File: config.mk
export PLATFORM = sky130hd
export DESIGN_NAME = security_domain_table
export DESIGN_NICKNAME = d
export VERILOG_FILES = /design/src/design/sdt_pkg.sv /design/src/design/sdt_table.sv /design/src/design/security_domain_table.sv
export SDC_FILE = /design/constraint.sdc
export NUM_CORES = 1
export LEC_CHECK = 0
export BUFFER_PORTS_ARGS = -buffer_cell sky130_fd_sc_hd__buf_2
export CAP_MARGIN = 25
export CORE_MARGIN = 8
export CORE_UTILIZATION = 30
export DETAILED_ROUTE_END_ITERATION = 16
export RECOVER_POWER = 50
export SLEW_MARGIN = 5
export SYNTH_ARGS = -nofsm -noshare
export SYNTH_HDL_FRONTEND = slang
export SYNTH_SLANG_ARGS = --single-unit
File: constraint.sdc
create_clock -name clk -period 5.7 [get_ports clk]
set_input_delay 0.285 -clock clk [delete_from_list [all_inputs] [get_ports clk]]
set_output_delay 0.285 -clock clk [all_outputs]
set_load 0.01 [all_outputs]
File: src/design/sdt_pkg.sv
// Shared constants, codes and types of the security domain table.
package sdt_pkg;

	// Number of domain slots and the width of a slot index.
	localparam int unsigned DOMAIN_COUNT = 8;
	localparam int unsigned IDX_W        = (DOMAIN_COUNT > 1) ? $clog2(DOMAIN_COUNT) : 1;

	// Request codes.
	typedef enum logic [1:0] {
		REQ_CREATE    = 2'd0,
		REQ_DESTROY   = 2'd1,
		REQ_SET_LEVEL = 2'd2,
		REQ_CHECK     = 2'd3
	} req_e_t;

	// Level codes; the fourth code is not a level.
	localparam logic [1:0] LVL_PUBLIC    = 2'd0;
	localparam logic [1:0] LVL_PRIVATE   = 2'd1;
	localparam logic [1:0] LVL_SOVEREIGN = 2'd2;

	// Status codes returned with every item.
	localparam logic [2:0] ST_OK      = 3'd0;
	localparam logic [2:0] ST_INVALID = 3'd1;
	localparam logic [2:0] ST_NOSPACE = 3'd2;
	localparam logic [2:0] ST_BLOCKED = 3'd3;
	localparam logic [2:0] ST_SCRUB   = 3'd4;

	// One request item as held in the input register.
	typedef struct packed {
		req_e_t     req_type;
		logic [7:0] domain_id;
		logic [7:0] other_domain;
		logic [1:0] req_level;
		logic [7:0] owner;
	} req_t;

	// Decision for one request, handed from the table to the top level.
	typedef struct packed {
		logic [2:0] status;
		logic [2:0] new_domain;
		logic       violation;
	} resp_t;

endpackage

File: src/design/sdt_table.sv
// Domain slot table with the request decision and its state updates.
module sdt_table (
	input  logic          clk,
	input  logic          arst_n,
	input  logic          enabled,
	input  logic          commit,
	input  sdt_pkg::req_t req,
	output sdt_pkg::resp_t resp
);
	import sdt_pkg::*;

	// Per-slot state.
	logic [DOMAIN_COUNT-1:0] active_q;
	logic [1:0]              level_q    [DOMAIN_COUNT];
	logic [7:0]              owner_q    [DOMAIN_COUNT];
	logic [DOMAIN_COUNT-1:0] isolated_q;

	logic [DOMAIN_COUNT-1:0] free;
	logic [DOMAIN_COUNT-1:0] lowest;
	logic [IDX_W-1:0]        slot;
	logic                    any_free;
	logic [IDX_W-1:0]        id_idx;
	logic [IDX_W-1:0]        oth_idx;
	logic                    id_live;
	logic                    oth_live;
	logic [1:0]              src_lvl;
	logic [1:0]              dst_lvl;
	logic                    lvl_ok;
	logic                    wr_create;
	logic                    wr_clear;
	logic                    wr_level;

	// Lowest free slot: isolate the lowest set bit, then encode it.
	always_comb begin
		free     = ~active_q;
		lowest   = free & (~free + DOMAIN_COUNT'(1));
		any_free = |free;
		slot     = '0;
		for (int i = 0; i < DOMAIN_COUNT; i++) begin
			if (lowest[i]) begin
				slot = slot | IDX_W'(i);
			end
		end
	end

	// Id lookups for both domains of the request.
	always_comb begin
		id_idx   = req.domain_id[IDX_W-1:0];
		oth_idx  = req.other_domain[IDX_W-1:0];
		id_live  = (req.domain_id < 8'(DOMAIN_COUNT)) && active_q[id_idx];
		oth_live = (req.other_domain < 8'(DOMAIN_COUNT)) && active_q[oth_idx];
		src_lvl  = level_q[id_idx];
		dst_lvl  = level_q[oth_idx];
		lvl_ok   = (req.req_level <= LVL_SOVEREIGN);
	end

	// Request decision.
	always_comb begin
		resp      = '{status: ST_INVALID, new_domain: 3'd0, violation: 1'b0};
		wr_create = 1'b0;
		wr_clear  = 1'b0;
		wr_level  = 1'b0;
		if (enabled) begin
			unique case (req.req_type)
				REQ_CREATE: begin
					if (lvl_ok) begin
						if (any_free) begin
							wr_create       = 1'b1;
							resp.status     = ST_OK;
							resp.new_domain = 3'(slot);
						end else begin
							resp.status = ST_NOSPACE;
						end
					end
				end
				REQ_DESTROY: begin
					if (id_live) begin
						wr_clear    = 1'b1;
						resp.status = ST_OK;
					end
				end
				REQ_SET_LEVEL: begin
					if (id_live && lvl_ok) begin
						// A sovereign domain may never be lowered.
						if (src_lvl == LVL_SOVEREIGN && req.req_level != LVL_SOVEREIGN) begin
							resp.status    = ST_BLOCKED;
							resp.violation = 1'b1;
						end else begin
							wr_level    = 1'b1;
							resp.status = ST_OK;
						end
					end
				end
				REQ_CHECK: begin
					if (id_live && oth_live) begin
						if (req.domain_id == req.other_domain) begin
							resp.status = ST_OK;
						end else if (src_lvl == LVL_SOVEREIGN && dst_lvl != LVL_SOVEREIGN) begin
							resp.status    = ST_BLOCKED;
							resp.violation = 1'b1;
						end else if (src_lvl == LVL_PRIVATE && dst_lvl == LVL_PUBLIC) begin
							resp.status = ST_SCRUB;
						end else begin
							resp.status = ST_OK;
						end
					end
				end
				default: begin
					resp.status = ST_INVALID;
				end
			endcase
		end
	end

	// Table updates; owner and isolation are kept as domain records.
	always_ff @(posedge clk or negedge arst_n) begin
		if (!arst_n) begin
			active_q   <= '0;
			isolated_q <= '0;
			for (int i = 0; i < DOMAIN_COUNT; i++) begin
				level_q[i] <= LVL_PUBLIC;
				owner_q[i] <= 8'd0;
			end
		end else if (commit) begin
			if (wr_create) begin
				active_q[slot]   <= 1'b1;
				level_q[slot]    <= req.req_level;
				owner_q[slot]    <= req.owner;
				isolated_q[slot] <= (req.req_level == LVL_SOVEREIGN);
			end
			if (wr_clear) begin
				active_q[id_idx]   <= 1'b0;
				level_q[id_idx]    <= LVL_PUBLIC;
				owner_q[id_idx]    <= 8'd0;
				isolated_q[id_idx] <= 1'b0;
			end
			if (wr_level) begin
				level_q[id_idx] <= req.req_level;
				if (req.req_level == LVL_SOVEREIGN) begin
					isolated_q[id_idx] <= 1'b1;
				end
			end
		end
	end

endmodule

File: src/design/security_domain_table.sv
// Top level of the security domain table: handshakes, counter and result register.
//
//  channel   direction  handshake            payload
//  in        input      in_valid / in_stall  req_type, domain_id, other_domain,
//                                            req_level, owner
//  res       output     res_valid/res_stall  status, new_domain, violation_total
//  cfg       input      cfg_valid/cfg_ready  cfg_data (enabled)
//
// One item is taken per cycle unless the input is stalled; its result passes
// the input register, the single table lookup stage, then the result register.
// Reset clears the table, the violation counter and the enable bit at once.
// A stall on the result side holds the result register and, in the same cycle,
// stalls the input once the input register is also full.
module security_domain_table (
	input  logic        clk,
	input  logic        arst_n,
	input  logic        in_valid,
	output logic        in_stall,
	input  logic [1:0]  req_type,
	input  logic [7:0]  domain_id,
	input  logic [7:0]  other_domain,
	input  logic [1:0]  req_level,
	input  logic [7:0]  owner,
	output logic        res_valid,
	input  logic        res_stall,
	output logic [2:0]  status,
	output logic [2:0]  new_domain,
	output logic [31:0] violation_total,
	input  logic        cfg_valid,
	output logic        cfg_ready,
	input  logic        cfg_data
);
	import sdt_pkg::*;

	logic        enabled_q;
	logic        valid_s1;
	req_t        req_s1;
	logic        advance;
	logic        commit;
	resp_t       resp;
	logic [31:0] viol_q;
	logic [31:0] viol_next;
	logic        res_valid_q;
	logic [2:0]  status_q;
	logic [2:0]  new_domain_q;
	logic [31:0] total_q;

	// Configuration register is always writable.
	assign cfg_ready = 1'b1;

	always_ff @(posedge clk or negedge arst_n) begin
		if (!arst_n) begin
			enabled_q <= 1'b0;
		end else if (cfg_valid && cfg_ready) begin
			enabled_q <= cfg_data;
		end
	end

	// Flow control between input register and result register.
	assign advance  = !res_valid_q || !res_stall;
	assign commit   = valid_s1 && advance;
	assign in_stall = valid_s1 && !advance;

	// Input register.
	always_ff @(posedge clk or negedge arst_n) begin
		if (!arst_n) begin
			valid_s1 <= 1'b0;
		end else if (in_valid && !in_stall) begin
			valid_s1 <= 1'b1;
		end else if (advance) begin
			valid_s1 <= 1'b0;
		end
	end

	always_ff @(posedge clk) begin
		if (in_valid && !in_stall) begin
			req_s1 <= '{req_type: req_e_t'(req_type), domain_id: domain_id,
				other_domain: other_domain, req_level: req_level, owner: owner};
		end
	end

	sdt_table u_table (
		.clk     (clk),
		.arst_n  (arst_n),
		.enabled (enabled_q),
		.commit  (commit),
		.req     (req_s1),
		.resp    (resp)
	);

	// Violation counter wraps at 32 bits.
	assign viol_next = viol_q + {31'd0, resp.violation};

	always_ff @(posedge clk or negedge arst_n) begin
		if (!arst_n) begin
			viol_q <= 32'd0;
		end else if (commit) begin
			viol_q <= viol_next;
		end
	end

	// Result register.
	always_ff @(posedge clk or negedge arst_n) begin
		if (!arst_n) begin
			res_valid_q <= 1'b0;
		end else if (commit) begin
			res_valid_q <= 1'b1;
		end else if (!res_stall) begin
			res_valid_q <= 1'b0;
		end
	end

	always_ff @(posedge clk) begin
		if (commit) begin
			status_q     <= resp.status;
			new_domain_q <= resp.new_domain;
			total_q      <= viol_next;
		end
	end

	assign res_valid       = res_valid_q;
	assign status          = status_q;
	assign new_domain      = new_domain_q;
	assign violation_total = total_q;

`ifndef NO_ASSERTIONS
	// The counter moves only when an item is committed.
	a_viol_hold: assert property (@(posedge clk) disable iff (!arst_n)
		!commit |=> $stable(viol_q))
		else $error("violation counter changed without a committed item");

	// A counted violation advances the counter by exactly one.
	a_viol_step: assert property (@(posedge clk) disable iff (!arst_n)
		commit && resp.violation |=> viol_q == $past(viol_q) + 32'd1)
		else $error("violation counter did not advance by one");

	// A disabled block answers invalid.
	a_disabled: assert property (@(posedge clk) disable iff (!arst_n)
		commit && !enabled_q |-> resp.status == ST_INVALID && !resp.violation)
		else $error("disabled block gave a non-invalid answer");

	// Only a successful create reports a slot.
	a_slot_zero: assert property (@(posedge clk) disable iff (!arst_n)
		commit && resp.status != ST_OK |-> resp.new_domain == 3'd0)
		else $error("slot reported on a failed request");

	// The reported total matches the counter once the item is committed.
	a_total: assert property (@(posedge clk) disable iff (!arst_n)
		commit |=> total_q == viol_q)
		else $error("reported total differs from the counter");
`endif

endmodule
==> flow_metrics.py, run 1 <==
metrics = {
    "floorplanning": {
        "ios": 75,
        "die_area_mm2": 0.0240,
        "start_util": 0.307,
        "rows": 50,
        "core-area_mm2": 0.0188,
        "die_height_um": 155,
        "die_x_um": 155,
    },
    "job": {
        "drv_cap": 1,
    },
    "worst_hold_path": {
        "min_path_type": "primary input to flop",
        "holdPathEnd": "req_s1[21]",
        "min_from": "domain_id[3]",
        "min_path_cells": 1,
    },
    "critical_path": {
        "critPathMaxFanout": 19,
        "path_class": "flop to flop",
        "arrival_ns": 5.26,
        "cp-start-kind": "flop",
        "end_kind": "flop",
        "r2r_end": "violation_total[29]",
        "slowest_delay_ns": 0.72,
        "crit_path_frequent_cell": "nand3_1",
        "worst_path_max_delay_cell": "edfxtp_1",
        "r2r_start": "req_s1[18]",
        "rr_worst_depth": 12,
        "reg2reg_slack_ns": 0.60,
        "path_cells": "and3b_1 -> o21ai_0 -> nand3_1 -> or4_1 -> or2_2 -> o22ai_1 -> ha_1 -> nand3_1 -> or3_1 -> or3_4 -> or4_4 -> xnor2_1",
        "crit_required_ns": 5.86,
    },
    "placed_design": {
        "detailed_place_hpwl_um": 9670,
        "port_buffers": 65,
        "place_congestion": 0.920,
        "preCtsSetupSlack_ns": 0.638,
        "dpl_cell_area_mm2": 0.00630,
    },
    "final_layout": {
        "final_area_mm2": 0.00687,
        "drive_gt1_frac": 0.143,
        "diodes": 0,
        "final_nets": 596,
        "syn_to_final_growth_pct": 18.8,
        "fin_util": 0.365,
        "fillCellCount": 1853,
        "final_cell_mix": "dfrtp_1, edfxtp_1, nand2_1",
        "final_common_cell": "dfrtp_1",
    },
    "route": {
        "postRouteAntennaNets": 0,
        "routedWlPerCell_um": 16.4,
        "dr_wl_met2_um": 6540,
        "drt_iter0_markers": 368,
        "wl_met1_um": 6090,
        "drt_wl_total_um": 13700,
        "dr_wl_met3_um": 801,
        "drc": 0,
        "viasPerCell": 4.89,
        "maxUsedRoutingLayer": "met4",
        "vias": 4075,
        "first_pass_iters": 4,
    },
    "yosys": {
        "synth-edff-count": 58,
        "synthFlopType": "dfrtp_1",
        "yosys.cell_types.count": 59,
        "synth_top_area_frac": 0.301,
        "ys_seq_elements": 117,
        "yosysSeqAreaShare": 0.556,
        "synth_nets": 533,
        "synth_top_area_cell": "edfxtp_1",
        "avgSynthCellArea_um2": 11.6,
        "ys_warn_count": 0,
        "synthCells": 497,
        "synthArstFlopShare": 0.504,
        "netlist_area_mm2": 0.00578,
        "netlist_top_cells_area": "edfxtp_1, dfrtp_1, xnor2_1, mux4_2, xor2_1",
    },
    "status": {
        "violations": "capacitance limit, slew limit",
        "status": "complete, but fails checks",
    },
    "timing": {
        "slew_viol_final": 60,
        "fin_crit_ns": 5.10,
        "finalSetupViolCount": 0,
        "rsz0062_at_grt": "no",
        "period_share": 0.894,
        "tightest_slew_ns": 3.34,
        "slew_headroom": -1.23,
        "fin_tns_setup_ns": 0,
        "setup_ws_ns": 0.602,
        "finalHoldViolCount": 0,
        "fmax_mhz": 196,
        "clock_skew_ns": 0.0126,
    },
    "pwr": {
        "cellPowerDensity_mw_per_mm2": 339,
        "leakage_nw": 2.75,
        "ir_drop_uv": 213,
        "power.total_mw": 2.33,
    },
    "cts": {
        "clk_pin_slew_ns": 0.06,
        "cts_hold_buf": 0,
        "cts_inserted_buffers": 17,
        "cts_root_buffer": "clkbuf_16",
        "cts-resized-gates": 0,
        "h-tree-depth": 4,
        "clockBufferDepth": 2,
        "postCtsSetupBuffers": 0,
        "cts_tree": "yes",
        "clkLatencyLatePin_ns": 0.42,
        "clock-sinks": 117,
    },
    "global_routing": {
        "antenna_found_initial": 0,
        "grt_pass1_wl_um": 21900,
        "gr-usage-all-layers": 0.117,
        "overflow": 0,
        "grt_pass1_vias": 4062,
        "grt_max_degree": 60,
    },
}
## worst max-delay path: cells and delay by family, from the launching register on
| kind | cells | cell delay [ns] |
|---|---|---|
| xor gates and xnor gates | 1 | 0.14 |
| AOI/OAI and AO/OA | 2 | 0.53 |
| DFF | 1 | 0.72 |
| adders and majority gates | 1 | 0.28 |
| and+or+nand+nor | 8 | 3.17 |
## through the flow
step / hold slack (ns) / instances
after floorplan: -0.0106 / 497
after global placement: 0.461 / 800
after detailed placement: 0.463 / 801
after CTS: 0.0266 / 833
after global routing: 0.0186 / 833
final: 0.0414 / 833
## kinds of logic after synthesis
family	synth area share
AO/OA/AOI/OAI	0.0777
AND/OR/NAND/NOR	0.164
XOR/XNOR	0.0939
other	0.000648
flip-flops	0.556
buffers and inverters	0.0385
multiplexers	0.0649
adder cells (fa/ha/maj)	0.00433
## Yosys cell counts, drive strengths merged (2+ instances only)
| master | count |
|---|---|
| inv | 15 |
| and3 | 3 |
| nand2b | 5 |
| dfrtp | 59 |
| clkbuf | 16 |
| nor3 | 16 |
| o211ai | 4 |
| ha | 2 |
| o2bb2ai | 5 |
| o21ai | 8 |
| nand4 | 15 |
| a22o | 2 |
| nor4 | 6 |
| buf | 9 |
| or3 | 4 |
| o21a | 3 |
| mux4 | 12 |
| a22oi | 2 |
| nand2 | 45 |
| xnor2 | 33 |
| a21oi | 20 |
| edfxtp | 58 |
| o22ai | 6 |
| nor2 | 41 |
| and2 | 6 |
| nand3 | 26 |
| or4 | 7 |
| and3b | 2 |
| xor2 | 29 |
| or2 | 2 |
| nand3b | 2 |
| nor2b | 3 |
| a31oi | 4 |
| mux2i | 6 |
| mux2 | 4 |
| a32o | 4 |
## flip-flops by register name, indices dropped and copies added (netlist names)
| register | flops |
|---|---|
| enabled_q | 1 |
| new_domain | 3 |
| req_s1 | 20 |
| res_valid | 1 |
| status | 3 |
| u_table.active_q | 8 |
| u_table.level_q | 16 |
| valid_s1 | 1 |
| viol_q | 32 |
| violation_total | 32 |
## worst max path at each step
stage | from | to | slack (ns)
2_1_floorplan | req_s1[18] | violation_total[29] | 1.34
6_report | req_s1[18] | violation_total[29] | 0.60
4_1_cts | req_s1[18] | violation_total[29] | 0.64
3_5_place_dp | req_s1[18] | violation_total[29] | 0.64
3_3_place_gp | req_s1[18] | violation_total[29] | 0.75
5_1_grt | req_s1[18] | viol_q[29] | 0.30
## layout make-up
class                      count  area (µm²)  share of cell area
clock buffer                  19         443              0.0645
clock inverter                13         179              0.0260
inverter                      15        56.3             0.00820
multi-input combinational    339        2340               0.341
sequential                   117        3220               0.468
tap                          260         325              0.0474
timing repair buffer          70         305              0.0444
## layer usage
layer | GRT usage | vias to the layer above
li1 | - | 1937
met1 | 0.143 | 1996
met2 | 0.190 | 127
met3 | 0.0349 | 15
met4 | 0.0513 | 0
met5 | 0 | -
## power by group
group	leakage, nW	switching [mW]	internal [mW]
registers	1.35	0.0610	0.946
clock network	0.300	0.382	0.741
logic	1.10	0.114	0.0854
total	2.75	0.557	1.77
(Power assumes the default switching activity.)
==> run 2, diff against run 1 <==
Settings changed: BUFFER_PORTS_ARGS -buffer_cell sky130_fd_sc_hd__buf_2 to -buffer_cell sky130_fd_sc_hd__clkbuf_2.
Clock period 5.7 ns to 4.5 ns, I/O delays scaled along.
==> run 2 against run 1 <==
Against the previous run:
- the flow still finishes with violations (capacitance limit, slew limit)
- sequential power rose by 24%
- sequential share of layout area decreased by 1.8 points
- flip-flop and latch count did not move
- non-clock buffer count is 40 higher
==> flow_metrics.py, run 2 (synthesis results as in run 1) <==
metrics = {
    "status": {
        "status": "complete, but fails checks",
        "violations": "capacitance limit, slew limit",
    },
    "floorplanning": {
        "die_height_um": 155,
        "ios": 75,
        "start_util": 0.307,
        "die_area_mm2": 0.0240,
        "core-area_mm2": 0.0188,
        "rows": 50,
        "die_x_um": 155,
    },
    "timing": {
        "finalHoldViolCount": 0,
        "period_share": 0.947,
        "slew_headroom": -1.24,
        "slew_viol_final": 60,
        "tightest_slew_ns": 3.37,
        "clock_skew_ns": 0.0133,
        "setup_ws_ns": 0.240,
        "finalSetupViolCount": 0,
        "fin_crit_ns": 4.26,
        "hold_ws_ns": 0.0172,
        "fin_tns_setup_ns": 0,
        "fmax_mhz": 235,
        "rsz0062_at_grt": "no",
    },
    "route": {
        "drc": 0,
        "drt_wl_total_um": 14100,
        "postRouteAntennaNets": 0,
        "dr_wl_met3_um": 640,
        "first_pass_iters": 5,
        "maxUsedRoutingLayer": "met4",
        "routedWlPerCell_um": 16.1,
        "viasPerCell": 4.82,
        "dr_wl_met2_um": 6940,
        "drt_iter0_markers": 361,
        "wl_met1_um": 6220,
        "vias": 4208,
    },
    "cts": {
        "cts_root_buffer": "clkbuf_16",
        "cts_tree": "yes",
        "clock-sinks": 117,
        "clkLatencyLatePin_ns": 0.41,
        "clockBufferDepth": 2,
        "h-tree-depth": 4,
        "cts_inserted_buffers": 17,
        "clk_pin_slew_ns": 0.05,
    },
    "critical_path": {
        "arrival_ns": 4.42,
        "path_class": "flop to flop",
        "critPathMaxFanout": 22,
        "end_kind": "flop",
        "crit_required_ns": 4.66,
        "rr_worst_depth": 13,
        "cp-start-kind": "flop",
    },
    "final_layout": {
        "seqCellArea_mm2": 0.00322,
        "finalNonFillerCells": 873,
        "fillCellCount": 1826,
        "drive_gt1_frac": 0.170,
        "final_area_mm2": 0.00714,
        "final_nets": 636,
        "fin_util": 0.379,
        "diodes": 0,
        "final_common_cell": "dfrtp_1",
        "final_cell_mix": "dfrtp_1, edfxtp_1, nand2_1, clkbuf_1, nor2_1",
        "syn_to_final_growth_pct": 23.4,
        "multi_input_area_mm2": 0.00235,
    },
    "global_routing": {
        "gr-usage-all-layers": 0.122,
        "grt_max_degree": 63,
        "grt_pass1_wl_um": 23100,
        "overflow": 0,
        "antenna_found_initial": 0,
        "grt_pass1_vias": 4456,
    },
    "pwr": {
        "power.total_mw": 2.75,
        "ir_drop_uv": 263,
        "cellPowerDensity_mw_per_mm2": 386,
        "leakage_nw": 2.89,
    },
    "placed_design": {
        "dpl_cell_area_mm2": 0.00647,
        "port_buffers": 65,
        "place_congestion": 0.939,
        "preCtsSetupSlack_ns": 0.183,
        "dp_cells": 821,
        "detailed_place_hpwl_um": 9980,
    },
    "worst_hold_path": {
        "min_path_type": "primary input to flop",
        "min_path_cells": 2,
    },
    "job": {
        "drv_cap": 1,
    },
}
==> run 2: cell types whose count changed in the layout (fill, tap and decap cells not counted), moves of 3 or more <==
cell	previous run	this run
bufinv_16	4	0
clkinv_1	3	0
buf_2	25	0
clkbuf_2	0	24
clkinv_2	1	5
dlygate4sd3_1	0	20
buf_4	3	23
==> run 2: area by class of cell <==
cell class	count	share of cell area
well taps	260	0.0456
inverters	15	0.00789
flip-flops and latches	117	0.451
repair buffers	110	0.0939
clock inverters	12	0.0116
clock buffers	20	0.0612
multi-input cells	339	0.329
==> run 2: routing by layer <==
metal,up-vias,track usage
met5,-,0
met4,0,0.0532
met3,24,0.0399
met2,117,0.200
met1,2056,0.144
li1,2011,-
==> run 2: worst max-delay path, cell delays in order (launching register included) <==
cell      delay [ns]
edfxtp_1        0.41
buf_12          0.18
mux2_2          0.22
mux4_2          0.27
nand3_1         0.09
or4_1           0.52
or2_2           0.36
o22ai_2         0.14
ha_1            0.20
nand3_1         0.12
or3_1           0.42
or3_4           0.36
or4_4           0.56
xnor2_1         0.14
==> run 2: power breakdown <==
| group | switching (mW) | internal [mW] | total, mW | leakage, nW |
|---|---|---|---|---|
| combinational | 0.177 | 0.141 | 0.318 | 1.29 |
| sequential | 0.0546 | 1.20 | 1.25 | 1.35 |
| clock | 0.482 | 0.701 | 1.18 | 0.250 |
| total | 0.713 | 2.04 | 2.75 | 2.89 |
==> run 2: timing repair <==
| action | CTS | global route |
|---|---|---|
| hold buffers | 20 | 0 |
| endpoints found under the setup margin | 0 | 1 |
| buffers inserted | 0 | 0 |
| hold endpoints to repair | 20 | 0 |
| resized for setup | 0 | 1 |
==> run 2: worst paths after layout <==
path	start	to	slack, ns
max	req_s1[19]	violation_total[29]	0.24
min	in_valid	valid_s1	0.02
max reg2reg	req_s1[19]	violation_total[29]	0.24
min reg2reg	viol_q[31]	viol_q[31]	0.49
max in group asynchronous	arst_n	u_table.level_q[4]	1.54
min in group asynchronous	arst_n	viol_q[29]	1.05
==> run 3, diff against run 2 <==
Settings changed: ABC_AREA set to 1.
==> run 3 against run 2 <==
Against the previous run:
- the flow still finishes with violations (capacitance limit, slew limit)
- clock skew fell by 0.0059 ns
- clock-buffer cell count is 2 lower
- area after synthesis up 15%
- highest routed layer unchanged
- via count increased by 35%
==> flow_metrics.py, run 3 <==
metrics = {
    "status": {
        "status": "complete, but fails checks",
        "violations": "capacitance limit, slew limit",
    },
    "floorplanning": {
        "core-area_mm2": 0.0218,
        "rows": 54,
        "start_util": 0.305,
        "ios": 75,
        "die_x_um": 165,
        "die_area_mm2": 0.0272,
        "die_height_um": 165,
    },
    "cts": {
        "h-tree-depth": 4,
        "clockBufferDepth": 2,
        "clk_pin_slew_ns": 0.06,
        "cts_tree": "yes",
        "clkLatencyLatePin_ns": 0.42,
        "cts_root_buffer": "clkbuf_16",
        "cts_inserted_buffers": 17,
        "postCtsSetupBuffers": 0,
        "clock-sinks": 117,
    },
    "critical_path": {
        "crit_path_frequent_cell": "nand2_1",
        "path_class": "flop to flop",
        "rr_worst_depth": 18,
        "reg2reg_slack_ns": 0.58,
        "cp-start-kind": "flop",
        "arrival_ns": 4.10,
        "startpoint": "req_s1[18]",
        "crit_required_ns": 4.68,
        "critPathTopFamily": "simple AND/OR/NAND/NOR gates",
        "r2r_start": "req_s1[18]",
        "r2r_end": "violation_total[30]",
        "worst_path_max_delay_cell": "edfxtp_1",
        "slowest_delay_ns": 0.67,
        "cp.buffers_inverters": 1,
        "path_cells": "inv_4 -> nor2_1 -> nand2_1 -> nand2_1 -> nor2_2 -> nand2_2 -> nor2_1 -> nand2_1 -> o21ai_0 -> ha_1 -> nand2_1 -> nor2_2 -> nand2_1 -> nor2_4 -> nand4_1 -> nor3_2 -> nand4_1 -> and2_1",
        "cp.depth": 18,
        "critPathMaxFanout": 17,
        "cp-endpoint": "violation_total[30]",
        "end_kind": "flop",
    },
    "placed_design": {
        "port_buffers": 65,
        "detailed_place_hpwl_um": 11900,
        "place_congestion": 0.908,
    },
    "final_layout": {
        "final_cell_mix": "nand2_1, inv_1, dfrtp_1",
        "final_common_cell": "nand2_1",
        "final_nets": 976,
        "fin_util": 0.367,
        "diodes": 0,
        "syn_to_final_growth_pct": 20.4,
        "drive_gt1_frac": 0.0871,
    },
    "global_routing": {
        "gr-usage-all-layers": 0.130,
        "overflow": 0,
        "grt_pass1_vias": 5456,
        "antenna_found_initial": 0,
        "grt_pass1_wl_um": 27900,
        "grt_max_degree": 72,
    },
    "yosys": {
        "synthFlopType": "dfrtp_1",
        "yosysSeqAreaShare": 0.484,
        "yosysMostFrequentCell": "nand2_1",
        "ys_warn_count": 0,
        "avgSynthCellArea_um2": 7.76,
        "synth_top_area_frac": 0.262,
        "synth_nets": 893,
        "yosys.cell_types.count": 39,
        "synth_common_cells": "nand2_1, inv_1, dfrtp_1",
        "synth_top_area_cell": "edfxtp_1",
        "ys_seq_elements": 117,
        "netlist_top_cells_area": "edfxtp_1, dfrtp_1, nand2_1, inv_1, o21ai_0",
        "synth-edff-count": 58,
        "netlist_area_mm2": 0.00665,
        "synthCells": 857,
        "synthArstFlopShare": 0.504,
    },
    "timing": {
        "slew_viol_final": 60,
        "rsz0062_at_grt": "no",
        "fmax_mhz": 255,
        "fin_crit_ns": 3.92,
        "clock_skew_ns": 0.00739,
        "finalSetupViolCount": 0,
        "fin_tns_setup_ns": 0,
        "tightest_slew_ns": 3.44,
        "slew_headroom": -1.30,
        "finalHoldViolCount": 0,
        "period_share": 0.872,
    },
    "pwr": {
        "leakage_nw": 3.59,
        "cellPowerDensity_mw_per_mm2": 457,
        "ir_drop_uv": 258,
    },
    "route": {
        "drt_iter0_markers": 356,
        "drt_wl_total_um": 17000,
        "viasPerCell": 4.62,
        "drc": 0,
        "postRouteAntennaNets": 0,
        "first_pass_iters": 5,
        "vias": 5700,
        "routedWlPerCell_um": 13.8,
    },
    "job": {
        "drv_cap": 1,
    },
    "worst_hold_path": {
        "min_from": "cfg_valid",
        "min_path_cells": 2,
        "min_path_type": "primary input to flop",
    },
}
## run 3: worst min-delay path by stage
stage / to / slack [ns]
2_1_floorplan: enabled_q / -0.07
3_3_place_gp: req_s1[23] / 0.40
3_5_place_dp: req_s1[9] / 0.40
4_1_cts: enabled_q / 0.005
5_1_grt: enabled_q / 0.02
6_report: enabled_q / 0.01
## run 3: repair_timing
action / CTS / global route
gates resized for setup: 0 / 0
hold endpoints to repair: 20 / 0
hold buffers: 20 / 0
## run 3: report_power, final
group          internal (mW)  total, mW  switching [mW]
Sequential              1.35       1.50           0.152
Clock                   1.00       1.51           0.504
Combinational          0.210      0.652           0.442
Total                   2.56       3.66            1.10
## run 3: through the flow
step	cell area, µm²	cells	setup WS, ns	hold slack, ns	power, mW
6_report	8000	1233	0.577	0.0144	3.66
5_1_grt	8000	1233	0.181	0.0170	3.86
4_1_cts	8070	1233	0.560	0.00521	3.71
3_5_place_dp	7210	1181	0.553	0.404	2.18
3_3_place_gp	7210	1181	0.589	0.402	2.16
2_1_floorplan	6650	857	1.50	-0.0706	1.94
## run 3: metal layers
layer / global-route usage / vias up / routed length [µm]
met5: 0 / - / 0
met4: 0.0622 / 0 / 387
met3: 0.0309 / 23 / 933
met2: 0.203 / 140 / 7850
met1: 0.168 / 2612 / 7870
li1: - / 2925 / -
## run 3: area by class of cell
cell class | count | area [µm²]
sequential | 117 | 3220
tap | 280 | 350
timing repair buffer | 91 | 517
clock inverter | 14 | 220
clock buffer | 18 | 439
multi-input combinational | 622 | 2910
inverter | 91 | 345
fill | 2287 | 13800
## run 3: logic make-up after synthesis
| logic type | count (synthesis) | synth area share |
|---|---|---|
| and+or+nand+nor | 493 | 0.314 |
| buffers and inverters | 118 | 0.0764 |
| DFF | 117 | 0.484 |
| AOI/OAI and AO/OA | 89 | 0.0724 |
| xor gates and xnor gates | 37 | 0.0487 |
| adders and majority gates | 2 | 0.00376 |
| other | 1 | 0.000564 |
